==> src/rtl/lscc_pkg.sv <==
`default_nettype none

package lscc_pkg;

   localparam int SAMPLE_W = 12;
   localparam int CALIB_W = 2 * SAMPLE_W;
   localparam int CALIB_REGS = 8;
   localparam int CSR_INDEX_W = 3;
   localparam int SENSOR_IDX_W = 3;
   localparam int LINE_W = 8;
   localparam int DEFAULT_SENSOR_COUNT = 8;
   localparam int REQ_DATA_W = 16;
   localparam int RSP_DATA_W = 24;
   localparam int COUNT_W = 4;

   localparam logic [SAMPLE_W-1:0] FULL_SCALE = {SAMPLE_W{1'b1}};
   // ceil(2^16 / 3): exact floor(x / 3) for every x below 2^15
   localparam logic [15:0] RECIP3 = 16'd21846;

   localparam logic [CALIB_W-1:0] CALIB_RESET [CALIB_REGS] = '{
      24'h42302C, 24'h4AC035, 24'h4D3034, 24'h4DD048,
      24'h4B5038, 24'h43C043, 24'h4F906D, 24'h49903D
   };

   typedef enum logic [2:0] {
      ST_IDLE,
      ST_THRESH,
      ST_UPDATE,
      ST_DIVIDE,
      ST_FINISH
   } lscc_state_type;

   typedef struct packed {
      logic load;
      logic thresh;
      logic update;
      logic div_step;
      logic out_load;
   } lscc_cmd_type;

   typedef struct packed {
      logic out_free;
   } lscc_status_type;

endpackage

`default_nettype wire

==> src/rtl/lscc_ctrl.sv <==
`default_nettype none

module lscc_ctrl (
   input  wire                     clock,
   input  wire                     reset,
   input  wire                     req_tvalid,
   output logic                    req_tready,
   input  lscc_pkg::lscc_status_type status,
   output lscc_pkg::lscc_cmd_type  cmd
);
   import lscc_pkg::*;

   lscc_state_type state_ff, state_in;
   logic [COUNT_W-1:0] count_ff, count_in;

   always_ff @(posedge clock) begin
      if (reset) begin
         state_ff <= ST_IDLE;
         count_ff <= '0;
      end else begin
         state_ff <= state_in;
         count_ff <= count_in;
      end
   end

   // next state
   always_comb begin
      state_in = state_ff;
      count_in = count_ff;
      unique case (state_ff)
         ST_IDLE: begin
            if (req_tvalid) state_in = ST_THRESH;
         end
         ST_THRESH: state_in = ST_UPDATE;
         ST_UPDATE: begin
            state_in = ST_DIVIDE;
            count_in = '0;
         end
         ST_DIVIDE: begin
            count_in = count_ff + 1'b1;
            if (count_ff == COUNT_W'(SAMPLE_W - 1)) state_in = ST_FINISH;
         end
         ST_FINISH: begin
            if (status.out_free) state_in = ST_IDLE;
         end
         default: state_in = ST_IDLE;
      endcase
   end

   // outputs
   always_comb begin
      req_tready = 1'b0;
      cmd = '0;
      unique case (state_ff)
         ST_IDLE: begin
            req_tready = 1'b1;
            cmd.load = req_tvalid;
         end
         ST_THRESH: cmd.thresh = 1'b1;
         ST_UPDATE: cmd.update = 1'b1;
         ST_DIVIDE: cmd.div_step = 1'b1;
         ST_FINISH: cmd.out_load = status.out_free;
         default: cmd = '0;
      endcase
   end

endmodule

`default_nettype wire

==> src/rtl/lscc_datapath.sv <==
`default_nettype none

module lscc_datapath #(
   parameter int SENSOR_COUNT = lscc_pkg::DEFAULT_SENSOR_COUNT
) (
   input  wire                                 clock,
   input  wire                                 reset,
   input  lscc_pkg::lscc_cmd_type              cmd,
   output lscc_pkg::lscc_status_type           status,
   input  wire  [lscc_pkg::REQ_DATA_W-1:0]     req_tdata,
   output logic                                rsp_tvalid,
   input  wire                                 rsp_tready,
   output logic [lscc_pkg::RSP_DATA_W-1:0]     rsp_tdata,
   input  wire                                 csr_we,
   input  wire  [lscc_pkg::CSR_INDEX_W-1:0]    csr_index,
   input  wire  [lscc_pkg::CALIB_W-1:0]        csr_wdata
);
   import lscc_pkg::*;

   logic [CALIB_W-1:0] calib_ff [SENSOR_COUNT];
   logic [SENSOR_COUNT-1:0] line_ff, line_in;

   logic [SENSOR_IDX_W-1:0] idx_ff, idx_in;
   logic in_range_ff, in_range_in;
   logic [SAMPLE_W-1:0] s_ff, w_ff, b_ff, w_in, b_in;
   logic [SAMPLE_W-1:0] upper_ff, lower_ff;
   logic [CALIB_W-1:0] num_ff;
   logic [SAMPLE_W-1:0] den_ff;
   logic zero_ff;
   logic [SAMPLE_W-1:0] rem_ff, rem_in, num_lo_ff, quot_ff;
   logic sat_ff;
   logic rsp_valid_ff;
   logic [RSP_DATA_W-1:0] rsp_data_ff, rsp_data_in;

   logic [2:0] req_mux;
   logic [SAMPLE_W-1:0] req_sample;
   logic [CALIB_W-1:0] word;
   logic [SAMPLE_W-1:0] word_w, word_b;
   logic [SAMPLE_W+1:0] sum_u, sum_l;
   logic [29:0] prod_u, prod_l;
   logic [SAMPLE_W-1:0] diff;
   logic [SAMPLE_W:0] trial;
   logic trial_ge;
   logic [SAMPLE_W-1:0] scaled;

   assign req_mux = req_tdata[2:0];
   assign req_sample = req_tdata[SAMPLE_W+2:3];

   // configuration writes
   always_ff @(posedge clock) begin
      if (reset) begin
         for (int i = 0; i < SENSOR_COUNT; i++) calib_ff[i] <= CALIB_RESET[i];
      end else if (csr_we) begin
         for (int i = 0; i < SENSOR_COUNT; i++) begin
            if (csr_index == CSR_INDEX_W'(i)) calib_ff[i] <= csr_wdata;
         end
      end
   end

   // index decode and calibration lookup
   always_comb begin
      idx_in = SENSOR_IDX_W'(SENSOR_COUNT - 1) - req_mux;
      in_range_in = ({1'b0, idx_in} < (SENSOR_IDX_W + 1)'(SENSOR_COUNT));
      word = '0;
      for (int i = 0; i < SENSOR_COUNT; i++) begin
         if (idx_in == SENSOR_IDX_W'(i)) word = calib_ff[i];
      end
      word_w = word[CALIB_W-1:SAMPLE_W];
      word_b = word[SAMPLE_W-1:0];
      if (word_b > word_w) begin
         w_in = word_b;
         b_in = word_w;
      end else begin
         w_in = word_w;
         b_in = word_b;
      end
   end

   // thresholds by reciprocal multiply, stretch numerator
   always_comb begin
      sum_u = {1'b0, w_ff, 1'b0} + (SAMPLE_W + 2)'(b_ff);
      sum_l = (SAMPLE_W + 2)'(w_ff) + {1'b0, b_ff, 1'b0};
      prod_u = 30'(sum_u) * 30'(RECIP3);
      prod_l = 30'(sum_l) * 30'(RECIP3);
      diff = s_ff - b_ff;
   end

   // one restoring division step
   always_comb begin
      trial = {rem_ff, num_lo_ff[SAMPLE_W-1]};
      trial_ge = (trial >= {1'b0, den_ff});
      rem_in = trial_ge ? SAMPLE_W'(trial - {1'b0, den_ff}) : trial[SAMPLE_W-1:0];
   end

   always_comb begin
      line_in = line_ff;
      if (in_range_ff) begin
         for (int i = 0; i < SENSOR_COUNT; i++) begin
            if (idx_ff == SENSOR_IDX_W'(i)) begin
               if (s_ff > upper_ff) line_in[i] = 1'b1;
               else if (s_ff < lower_ff) line_in[i] = 1'b0;
            end
         end
      end
   end

   always_comb begin
      if (!in_range_ff || zero_ff) scaled = '0;
      else if (sat_ff) scaled = FULL_SCALE;
      else scaled = quot_ff;
      rsp_data_in = {1'b0, LINE_W'(line_ff), scaled, idx_ff};
   end

   always_ff @(posedge clock) begin
      if (reset) begin
         line_ff <= '0;
      end else if (cmd.update) begin
         line_ff <= line_in;
      end
   end

   always_ff @(posedge clock) begin
      if (cmd.load) begin
         idx_ff <= idx_in;
         in_range_ff <= in_range_in;
         s_ff <= req_sample;
         w_ff <= w_in;
         b_ff <= b_in;
      end
      if (cmd.thresh) begin
         upper_ff <= prod_u[SAMPLE_W+15:16];
         lower_ff <= prod_l[SAMPLE_W+15:16];
         // (s - b) * 4095 as (s - b) * 4096 - (s - b)
         num_ff <= {diff, {SAMPLE_W{1'b0}}} - CALIB_W'(diff);
         den_ff <= w_ff - b_ff;
         zero_ff <= (w_ff == b_ff) || (s_ff <= b_ff);
      end
      if (cmd.update) begin
         rem_ff <= num_ff[CALIB_W-1:SAMPLE_W];
         num_lo_ff <= num_ff[SAMPLE_W-1:0];
         quot_ff <= '0;
         // quotient overflows twelve bits when the top half reaches the divisor
         sat_ff <= (num_ff[CALIB_W-1:SAMPLE_W] >= den_ff);
      end
      if (cmd.div_step) begin
         rem_ff <= rem_in;
         num_lo_ff <= {num_lo_ff[SAMPLE_W-2:0], 1'b0};
         quot_ff <= {quot_ff[SAMPLE_W-2:0], trial_ge};
      end
      if (cmd.out_load) begin
         rsp_data_ff <= rsp_data_in;
      end
   end

   always_ff @(posedge clock) begin
      if (reset) begin
         rsp_valid_ff <= 1'b0;
      end else if (cmd.out_load) begin
         rsp_valid_ff <= 1'b1;
      end else if (rsp_tready) begin
         rsp_valid_ff <= 1'b0;
      end
   end

   assign status.out_free = !rsp_valid_ff || rsp_tready;
   assign rsp_tvalid = rsp_valid_ff;
   assign rsp_tdata = rsp_data_ff;

endmodule

`default_nettype wire

==> src/rtl/line_sensor_channel_conditioner_top.sv <==
// channel    direction   handshake                  payload
// req_       in          req_tvalid / req_tready    mux_select, sample
// rsp_       out         rsp_tvalid / rsp_tready    sensor_index, scaled_level, line_bits
// csr_       in          csr_we                     csr_index, csr_wdata
//
// one transaction steps through accept, threshold, line update, restoring division
// for the scaled level, then the output register load; a new request is accepted
// only after the last one's load. division yields one quotient bit per cycle.
// reset is synchronous; calibration returns to its defaults, line bits to zero.
// a result waits in the output register; a new transaction is taken meanwhile
// and only holds at its output load while the previous result is untaken.
`default_nettype none

module line_sensor_channel_conditioner_top #(
   parameter int SENSOR_COUNT = lscc_pkg::DEFAULT_SENSOR_COUNT
) (
   input  wire                               clock,
   input  wire                               reset,
   input  wire                               req_tvalid,
   output logic                              req_tready,
   // [2:0] mux_select, [14:3] sample, [15] unused
   input  wire  [lscc_pkg::REQ_DATA_W-1:0]   req_tdata,
   output logic                              rsp_tvalid,
   input  wire                               rsp_tready,
   // [2:0] sensor_index, [14:3] scaled_level, [22:15] line_bits, [23] zero
   output logic [lscc_pkg::RSP_DATA_W-1:0]   rsp_tdata,
   input  wire                               csr_we,
   input  wire  [lscc_pkg::CSR_INDEX_W-1:0]  csr_index,
   input  wire  [lscc_pkg::CALIB_W-1:0]      csr_wdata
);
   import lscc_pkg::*;

   lscc_cmd_type cmd;
   lscc_status_type status;

   lscc_ctrl u_ctrl (
      .clock      (clock),
      .reset      (reset),
      .req_tvalid (req_tvalid),
      .req_tready (req_tready),
      .status     (status),
      .cmd        (cmd)
   );

   lscc_datapath #(
      .SENSOR_COUNT (SENSOR_COUNT)
   ) u_datapath (
      .clock      (clock),
      .reset      (reset),
      .cmd        (cmd),
      .status     (status),
      .req_tdata  (req_tdata),
      .rsp_tvalid (rsp_tvalid),
      .rsp_tready (rsp_tready),
      .rsp_tdata  (rsp_tdata),
      .csr_we     (csr_we),
      .csr_index  (csr_index),
      .csr_wdata  (csr_wdata)
   );

endmodule

`default_nettype wire
==> config.mk <==
export PLATFORM = sky130hd
export DESIGN_NAME = line_sensor_channel_conditioner_top
export DESIGN_NICKNAME = d
export VERILOG_FILES = /design/src/rtl/lscc_pkg.sv /design/src/rtl/lscc_ctrl.sv /design/src/rtl/lscc_datapath.sv /design/src/rtl/line_sensor_channel_conditioner_top.sv
export SDC_FILE = /design/constraint.sdc
export NUM_CORES = 1
export LEC_CHECK = 0
export ABC_AREA = 1
export BUFFER_PORTS_ARGS = -buffer_cell sky130_fd_sc_hd__buf_2
export CAP_MARGIN = 30
export CORE_MARGIN = 1
export CORE_UTILIZATION = 64
export CTS_CLUSTER_DIAMETER = 80
export CTS_CLUSTER_SIZE = 10
export DETAILED_ROUTE_END_ITERATION = 12
export PLACE_DENSITY = 0.86
export SLEW_MARGIN = 20
export SYNTH_ARGS = -nofsm -noshare
export SYNTH_HDL_FRONTEND = slang
export SYNTH_SLANG_ARGS = --single-unit
==> constraint.sdc <==
create_clock -name clock -period 8.45 [get_ports clock]
set_clock_uncertainty 0.05 [all_clocks]
set_input_delay 0.845 -clock clock [delete_from_list [all_inputs] [get_ports clock]]
set_output_delay 0.845 -clock clock [all_outputs]
set_load 0.02 [all_outputs]
== Yosys cells after proc, flatten, opt, wreduce, memory -nomap -nowiden ==
Memories as Yosys holds them, arrays and structs flattened.
Index checks and enable logic that the tools add are counted.
Storage, ports and cells
  register bits: 176
  memory bits (writable): 192
  word-level logic and storage cells: 177
  memories kept: 1
Memories
  u_datapath.calib_ff: depth 8, width 24, read ports 8, clocked after memory_dff 0, wr ports 8, line lscc_datapath.sv:20  | logic [CALIB_W-1:0] calib_ff [SENSOR_COUNT];
Cells by class
  $add $sub $neg: 8
  multiply operators: 2
  magnitude comparators: 6
  equality and inequality tests: 30
  multiplexer cells: 75
  bitwise logic cells: 8
  reductions and logical operators: 20
Operator list (number)
  $mux 24: 16
  $mux 12: 10
  $mul 14x14->27 const B: 2
  $mux 1: 44
  $eq 3x3->1 const B: 13
  $sub 12x12->12: 3
  $reduce_and 3->1: 9
  $eq 3x2->1 const B: 8
  $gt 12x12->1: 2
  $sub 24x12->24: 1
  $pmux 3 s5: 1
  $add 12x13->14: 1
  $add 13x12->14: 1
  $ge 13x12->1: 1
  $eq 12x12->1: 1
  $eq 3x1->1 const B: 4
  $ge 12x12->1: 1
  $le 12x12->1: 1
  $logic_not 3->1: 4
  $lt 12x12->1: 1
  $mux 3: 3
  $or 1x1->1: 8
  $pmux 4 s2: 1
  $reduce_bool 2->1: 4
  7 further kinds: 9

== Longest topological paths before layout ==
Gate-level depths: netlist of the first run.
  depth after elaboration: 12
  depth in mapped cells: 30

== Hierarchy ==
From an unflattened synthesis of the first run, not the netlist that was laid out.
Unflattened totals
  cell total of the unflattened synthesis: 2813
  area, all modules: 26077.5 sq um
By module, submodules not included
  lscc_datapath: times used 1, cells an instance 2755, area an instance 25653.4 sq um, seq. area each 10740.3 sq um
  lscc_ctrl: times used 1, cells an instance 58, area an instance 424.2 sq um, seq. area each 140.1 sq um

== Worst setup path before layout of the first run ==
OpenSTA, ideal clock, no wires.
  path type: register -> register
  start: register u_datapath.b_ff[0]
  end: register u_datapath.lower_ff[5], data pin
  library setup time: 0.259 ns
  data arrival time: 5.853 ns
  slack: 2.288 ns
  stages on the path, launching flop included: 27
  buffers on the path: 0
  clock period less this slack: 6.162 ns
  cell sequence: edfxtp_1 -> ha_1 -> inv_1 -> fa_1 -> o21ai_0 -> o21ai_0 -> inv_1 -> a21oi_1 -> o21ai_0 -> xor2_1 -> inv_1 -> ha_1 -> inv_1 -> fa_1 -> inv_1 -> fa_1 -> fa_1 -> inv_1 -> fa_1 -> inv_1 -> ha_1 -> nand2_1 -> nor2_1 -> a21oi_1 -> a21boi_0 -> or2_2 -> xor2_1
Between the ends
  word-level cells in the longest chain between the ends: 2
Ends and longest elaborated chain
  from (decl): line lscc_datapath.sv:25  | logic [SAMPLE_W-1:0] s_ff, w_ff, b_ff, w_in, b_in;
  from (signal assigned): line lscc_datapath.sv:128  | b_ff <= b_in;
  $add 12x13->14: line lscc_datapath.sv:82  | sum_l = (SAMPLE_W + 2)'(w_ff) + {1'b0, b_ff, 1'b0};
  $mul 14x14->27: line lscc_datapath.sv:84  | prod_l = 30'(sum_l) * 30'(RECIP3);
  net u_datapath.prod_l[21]: line lscc_datapath.sv:40  | logic [29:0] prod_u, prod_l;
  to (signal assigned): line lscc_datapath.sv:132  | lower_ff <= prod_l[SAMPLE_W+15:16];
  to (decl): line lscc_datapath.sv:26  | logic [SAMPLE_W-1:0] upper_ff, lower_ff;
The timed path passes the listed nets, and every way through them passes these cells.
A chain may end at the register's enable or synchronous reset.

== Final worst setup path of the first run ==
Ends and elaborated chain as after synthesis.

==> results of run 1 <==
==> synth_stat cells (14+ instances only) <==
master,n,share of area
nor2_1,242,0.035
nand3_1,99,0.019
nand2_1,614,0.088
clkbuf_1,28,0.0040
xor2_1,53,0.018
inv_1,479,0.069
xnor2_1,24,0.0081
o21ai_1,14,0.0027
edfxtp_1,351,0.40
nand4_1,75,0.018
fa_1,114,0.088
a21oi_1,160,0.031
nor3_1,25,0.0048
ha_1,287,0.14
o21ai_0,74,0.014
dfxtp_1,17,0.013
==> cells by family after synthesis <==
logic type,Yosys count
simple gates,1110
other cells,1
compound gates,334
buf+inv,530
flops,368
xor+xnor,77
fa+ha+maj,401
==> worst max-delay path: stages (launching register included) <==
cell	delay [ns]
edfxtp_1	0.57
ha_1	0.30
inv_1	0.08
fa_1	0.47
o21ai_0	0.19
o21ai_0	0.20
inv_1	0.12
a21oi_1	0.10
o21ai_0	0.22
xor2_1	0.36
inv_1	0.17
ha_1	0.39
inv_1	0.08
fa_1	0.50
inv_1	0.05
fa_1	0.46
fa_1	0.55
inv_1	0.05
fa_1	0.52
inv_1	0.04
ha_1	0.33
nand2_1	0.14
nor2_1	0.05
a21oi_1	0.26
a21boi_0	0.13
or2_2	0.29
xor2_1	0.14
==> metal layers <==
metal,track usage,vias to the layer above
met1,0.413,9702
met3,0.0515,200
met4,0.138,0
met2,0.532,1028
li1,-,9529
met5,0,-
==> final cells by class <==
class	count	area (µm²)	share of cell area
Multi-Input combinational cell	1923	13200	0.466
Sequential cell	368	10900	0.384
Inverter	484	1820	0.0641
Clock buffer	52	1110	0.0392
Tap cell	525	657	0.0232
Timing Repair Buffer	93	543	0.0192
Clock inverter	6	111	0.00393
Antenna cell	1	2.50	0.0000883
==> through the flow <==
step	area, µm²	utilization
after detailed placement	27100	0.678
after floorplan	26100	-
after CTS	28300	0.708
after global routing	28300	0.710
after global placement	27100	0.678
final	28300	0.710
==> registers in the layout, indices dropped and copies added (netlist names) <==
register               count
u_ctrl.count_ff            4
u_datapath.den_ff         12
u_datapath.calib_ff      192
u_datapath.zero_ff         1
u_datapath.b_ff           12
u_datapath.num_ff         24
u_datapath.rsp_tvalid      1
u_datapath.idx_ff          3
u_datapath.lower_ff       12
u_datapath.s_ff           12
u_datapath.rsp_tdata      23
u_ctrl.state_ff            3
u_datapath.upper_ff       12
u_datapath.quot_ff        12
u_datapath.sat_ff          1
u_datapath.rem_ff         12
u_datapath.w_ff           12
u_datapath.line_ff         8
u_datapath.num_lo_ff      12
==> final timing paths <==
| path | startpoint | to |
|---|---|---|
| setup / recovery | u_datapath.b_ff[0]$_DFFE_PP_ | u_datapath.lower_ff[5]$_DFFE_PP_ |
| hold / removal | u_datapath.line_ff[0]$_SDFFE_PP0P_ | u_datapath.rsp_tdata[15]$_DFFE_PP_ |
| setup reg to reg | u_datapath.b_ff[0]$_DFFE_PP_ | u_datapath.lower_ff[5]$_DFFE_PP_ |
| hold reg to reg | u_datapath.line_ff[0]$_SDFFE_PP0P_ | u_datapath.rsp_tdata[15]$_DFFE_PP_ |
==> metrics.txt, run 1 <==
# DRC=0; wire per inst=between 15 and 20 µm; Port-buffer cells=71; cells on worst reg2reg path=26; YS warnings=0; FF+latch count, synth=368; grt ovf=0; RePlAce Congestion=just under 1; met2 WL=31,100 µm; Vias=20,500; wire length on met1=25,900 µm; postcts setup bufs=0; type of the worst min-delay path=register to register; Initial Utilization=0.653; FILL cells=2,852; routed length on met3=5590 µm; CTS tree=done; leading cell type in the layout, fill and taps excluded=nand2_1; largest net degree at the start of global routing=63; area grow syn2layout=8.71%; Synth Area in XOR/XNOR=0.0259; CTS Buf Count=43; vias per cell=5.93; post-synth cell types=between 50 and 60; Routed Antenna Nets=0; adder-cell area share of the yosys netlist=0.225; flop2flop setup slack=1.34 ns; Syn Area/Cell=between 9 and 10 µm²; EDFF count, synth=around 350; initial antenna violation count=1; sequential-to-total area share from yosys stat=0.417; vias in the first global route=~21,000; pre-CTS setup slack=1.46 ns; Synth Area in Compound Gates=0.0730; die area=0.0415 mm²; dominant synthesized flop cell=edfxtp_1; Max H-tree Level=2; Worst-Skew Late Latency=0.56 ns; initial DRC count=2,042; CP Capture Type=register; highest-count cells in the layout ignoring fill and taps=614 x nand2_1, 479 x inv_1, 351 x edfxtp_1; mux cell area share after synthesis=0; core area=0.0399 mm²; DR pass1 iterations=6; Final min period=about 7.1 ns; Setup crit start kind=register; count of final setup violators=0; # rows=73; Setup WS post-layout=between 1 and 1.5 ns; WP data required=8.69 ns; status=finished, final reports clean; clock sinks=368; CP max FO=6; WHS=0.379 ns; Die Span Y=204 µm; FFs w/ async S/R, synth=0; worst-margin pin slew=roughly 0.99 ns; IO Pins=74; pins over their slew limit=0; cell count after synthesis=about 2,800; Placed Cells=3,389; final hold vios=0; RSZ-0062 raised after global routing=no; Final TNS setup=0 ns; period utilisation layout=0.841; Achievable Freq=between 100 and 150 MHz; DPL Wire Length=48,300 µm; Critical Path AT=between 7 and 8 ns; worst setup path class=register to register; Synth Area in Simple Gates=0.181; Worst Hold Path Cells=0; final net count=roughly 3,400; share of cells above drive strength 1=0.0649; Syn Nets=3,270; first-pass GRT wire length=slightly above 100,000 µm; maximum clock insertion buffer count=3; clock root buffer=clkbuf_16; Final Non-Filler Cells=between 3,000 and 4,000; Slew HR=0.339; Post-Route WL=65,100 µm; Die Wd=between 200 and 250 µm; maxcap violations=0; Cell Area, Synth=0.0261 mm²; largest family of logic cells by synthesized area=adder cells; CTS clock-pin slew for the worst setup and hold paths=0.06 ns; top sig layer=met4; # hold bufs at CTS=0; GRT Util Overall=0.319; Resize count post-CTS=0
Power of run 1 is not shown: default switching activity piles up to over one toggle a cycle in this logic, so the estimate is an artifact.
==> run 2: changes to the inputs <==
--- a/config.mk
+++ b/config.mk
@@ -9,11 +9,11 @@
 export BUFFER_PORTS_ARGS = -buffer_cell sky130_fd_sc_hd__buf_2
 export CAP_MARGIN = 30
 export CORE_MARGIN = 1
-export CORE_UTILIZATION = 64
+export CORE_UTILIZATION = 58
 export CTS_CLUSTER_DIAMETER = 80
 export CTS_CLUSTER_SIZE = 10
 export DETAILED_ROUTE_END_ITERATION = 12
-export PLACE_DENSITY = 0.86
+export PLACE_DENSITY = 0.82
 export SLEW_MARGIN = 20
 export SYNTH_ARGS = -nofsm -noshare
 export SYNTH_HDL_FRONTEND = slang
==> constraint.sdc (replaced) <==
create_clock -name clock -period 6.1 [get_ports clock]
set_clock_uncertainty 0.05 [all_clocks]
set_input_delay 0.61 -clock clock [delete_from_list [all_inputs] [get_ports clock]]
set_output_delay 0.61 -clock clock [all_outputs]
set_load 0.02 [all_outputs]
==> run 2 against run 1 <==
Via count rose by 1.9%. Critical path depth rose by 1. Register-to-register slack got worse by 1.3 ns. Critical path type unchanged.
==> metrics.txt, run 2 (synthesis results as in run 1) <==
highest-count cells in the layout ignoring fill and taps=601 x nand2_1, 474 x inv_1, 351 x edfxtp_1; Final Non-Filler Cells=3,665; Placed Cells=3,563; final net count=3,495; clock root buffer=clkbuf_16; pins over their slew limit=0; # rows=77; vias in the first global route=20,700; final instance area=0.0304 mm²; Die Wd=214 µm; largest reg by FF count=u_datapath.calib_ff; maxcap violations=0; Final TNS setup=0 ns; initial antenna violation count=0; share of cells above drive strength 1=0.146; Layout Utilization=0.686; WP data required=6.49 ns; type of the worst min-delay path=input port to register; routed length on met3=a little under 5000 µm; Worst-Skew Late Latency=0.60 ns; CP Capture Type=register; leading cell type in the layout, fill and taps excluded=nand2_1; Initial Utilization=0.588; Max H-tree Level=2; CTS Buf Count=45; RSZ-0062 raised after global routing=yes; Critical Path AT=6.47 ns; Die Span Y=214 µm; Achievable Freq=roughly 160 MHz; # hold bufs at CTS=0; status=finished, final reports clean; CP max FO=4; Setup crit start kind=register; die area=about 0.046 mm²; final hold vios=0; first-pass GRT wire length=about 100,000 µm; ANT cells=0; Routed Antenna Nets=0; CTS tree=done; # DRC=0; DR pass1 iterations=7; Slew HR=0.346; Vias=approximately 21,000; DPL Wire Length=50,000 µm; area grow syn2layout=16.6%; IO Pins=74; count of final setup violators=0; clock sinks=roughly 370; max FFs per register=around 190; Port-buffer cells=71; maximum clock insertion buffer count=3; Post-Route WL=a little under 70,000 µm; CTS clock-pin slew for the worst setup and hold paths=0.05 ns; wire length on met1=26,400 µm; RePlAce Congestion=between 1 and 1.5; period utilisation layout=0.997; GRT Util Overall=0.284; largest net degree at the start of global routing=48; grt ovf=0; worst-margin pin slew=0.978 ns; vias per cell=~5.7; worst setup path class=register to register; Post-Place Cell Area=0.0280 mm²; met2 WL=33,800 µm; Final min period=6.08 ns; wire per inst=18.5 µm; initial DRC count=2,205; core area=0.0443 mm²; top sig layer=met4
-- run 2: changes by cell type in the layout (fill, tap and decap cells not counted), moves of 13 or more --
cell,previous run,this run
ha_4,0,43
ha_1,287,239
a21oi_1,160,139
a21oi_2,1,21
o21ai_0,72,56
nand2_1,614,601
buf_4,18,146
nand2_2,2,15
-- run 2: metal layers --
layer  up-vias  track usage
li1       9787            -
met1      9855        0.362
met2      1019        0.491
met3       194       0.0324
met4         0        0.118
met5         -            0
-- run 2: timing repair --
item                                    4_1_cts  5_1_grt
endpoints found under the setup margin       19       24
hold endpoints to repair                      0        0
gates resized for setup                      25      118
buffers inserted                              5       23
pin swaps                                     7       45
-- run 2: critical path: stages (launching register included) --
cell and delay, ns:
edfxtp_1 0.42, buf_4 0.18, ha_1 0.33, nand2_1 0.09
nor2_2 0.15, nand3_1 0.09, nand3_1 0.17, a21oi_2 0.09
o21bai_1 0.25, xor2_1 0.23, buf_4 0.18, ha_1 0.25
ha_1 0.33, fa_1 0.48, inv_1 0.05, fa_1 0.55
inv_1 0.05, fa_1 0.55, ha_4 0.23, ha_4 0.26
a21oi_2 0.18, o21ai_1 0.12, a21oi_1 0.18, nor2_1 0.06
nor2_1 0.11, a21boi_0 0.20, nand2_1 0.07, nand2_1 0.05
-- run 2: cell type report --
type	count	area (µm²)
fillers	3221	13900
flip-flops and latches	368	10900
multi-input cells	1923	14100
clock buffers	66	1200
well taps	592	741
inverters	484	1820
repair buffers	224	1580
clock inverters	8	118
-- run 2: path summary, 6_finish.rpt --
check	startpoint	endpoint	slack [ns]	depth (start not counted)
setup reg to reg	u_datapath.w_ff[2]$_DFFE_PP_	u_datapath.lower_ff[11]$_DFFE_PP_	0.02	27
hold / removal	req_tdata[4]	u_datapath.s_ff[1]$_DFFE_PP_	0.16	1
hold reg to reg	u_datapath.line_ff[3]$_SDFFE_PP0P_	u_datapath.rsp_tdata[18]$_DFFE_PP_	0.38	0
setup / recovery	u_datapath.w_ff[2]$_DFFE_PP_	u_datapath.lower_ff[11]$_DFFE_PP_	0.02	27
-- run 2: metrics by stage --
step	worst slack [ns]	hold WS, ns
2_1_floorplan	0.0297	0.358
3_3_place_gp	-0.228	0.366
3_5_place_dp	-0.298	0.371
4_1_cts	-0.0114	0.141
5_1_grt	-0.219	0.143
6_report	0.0166	0.159
Power of run 2 is left out for the same reason.
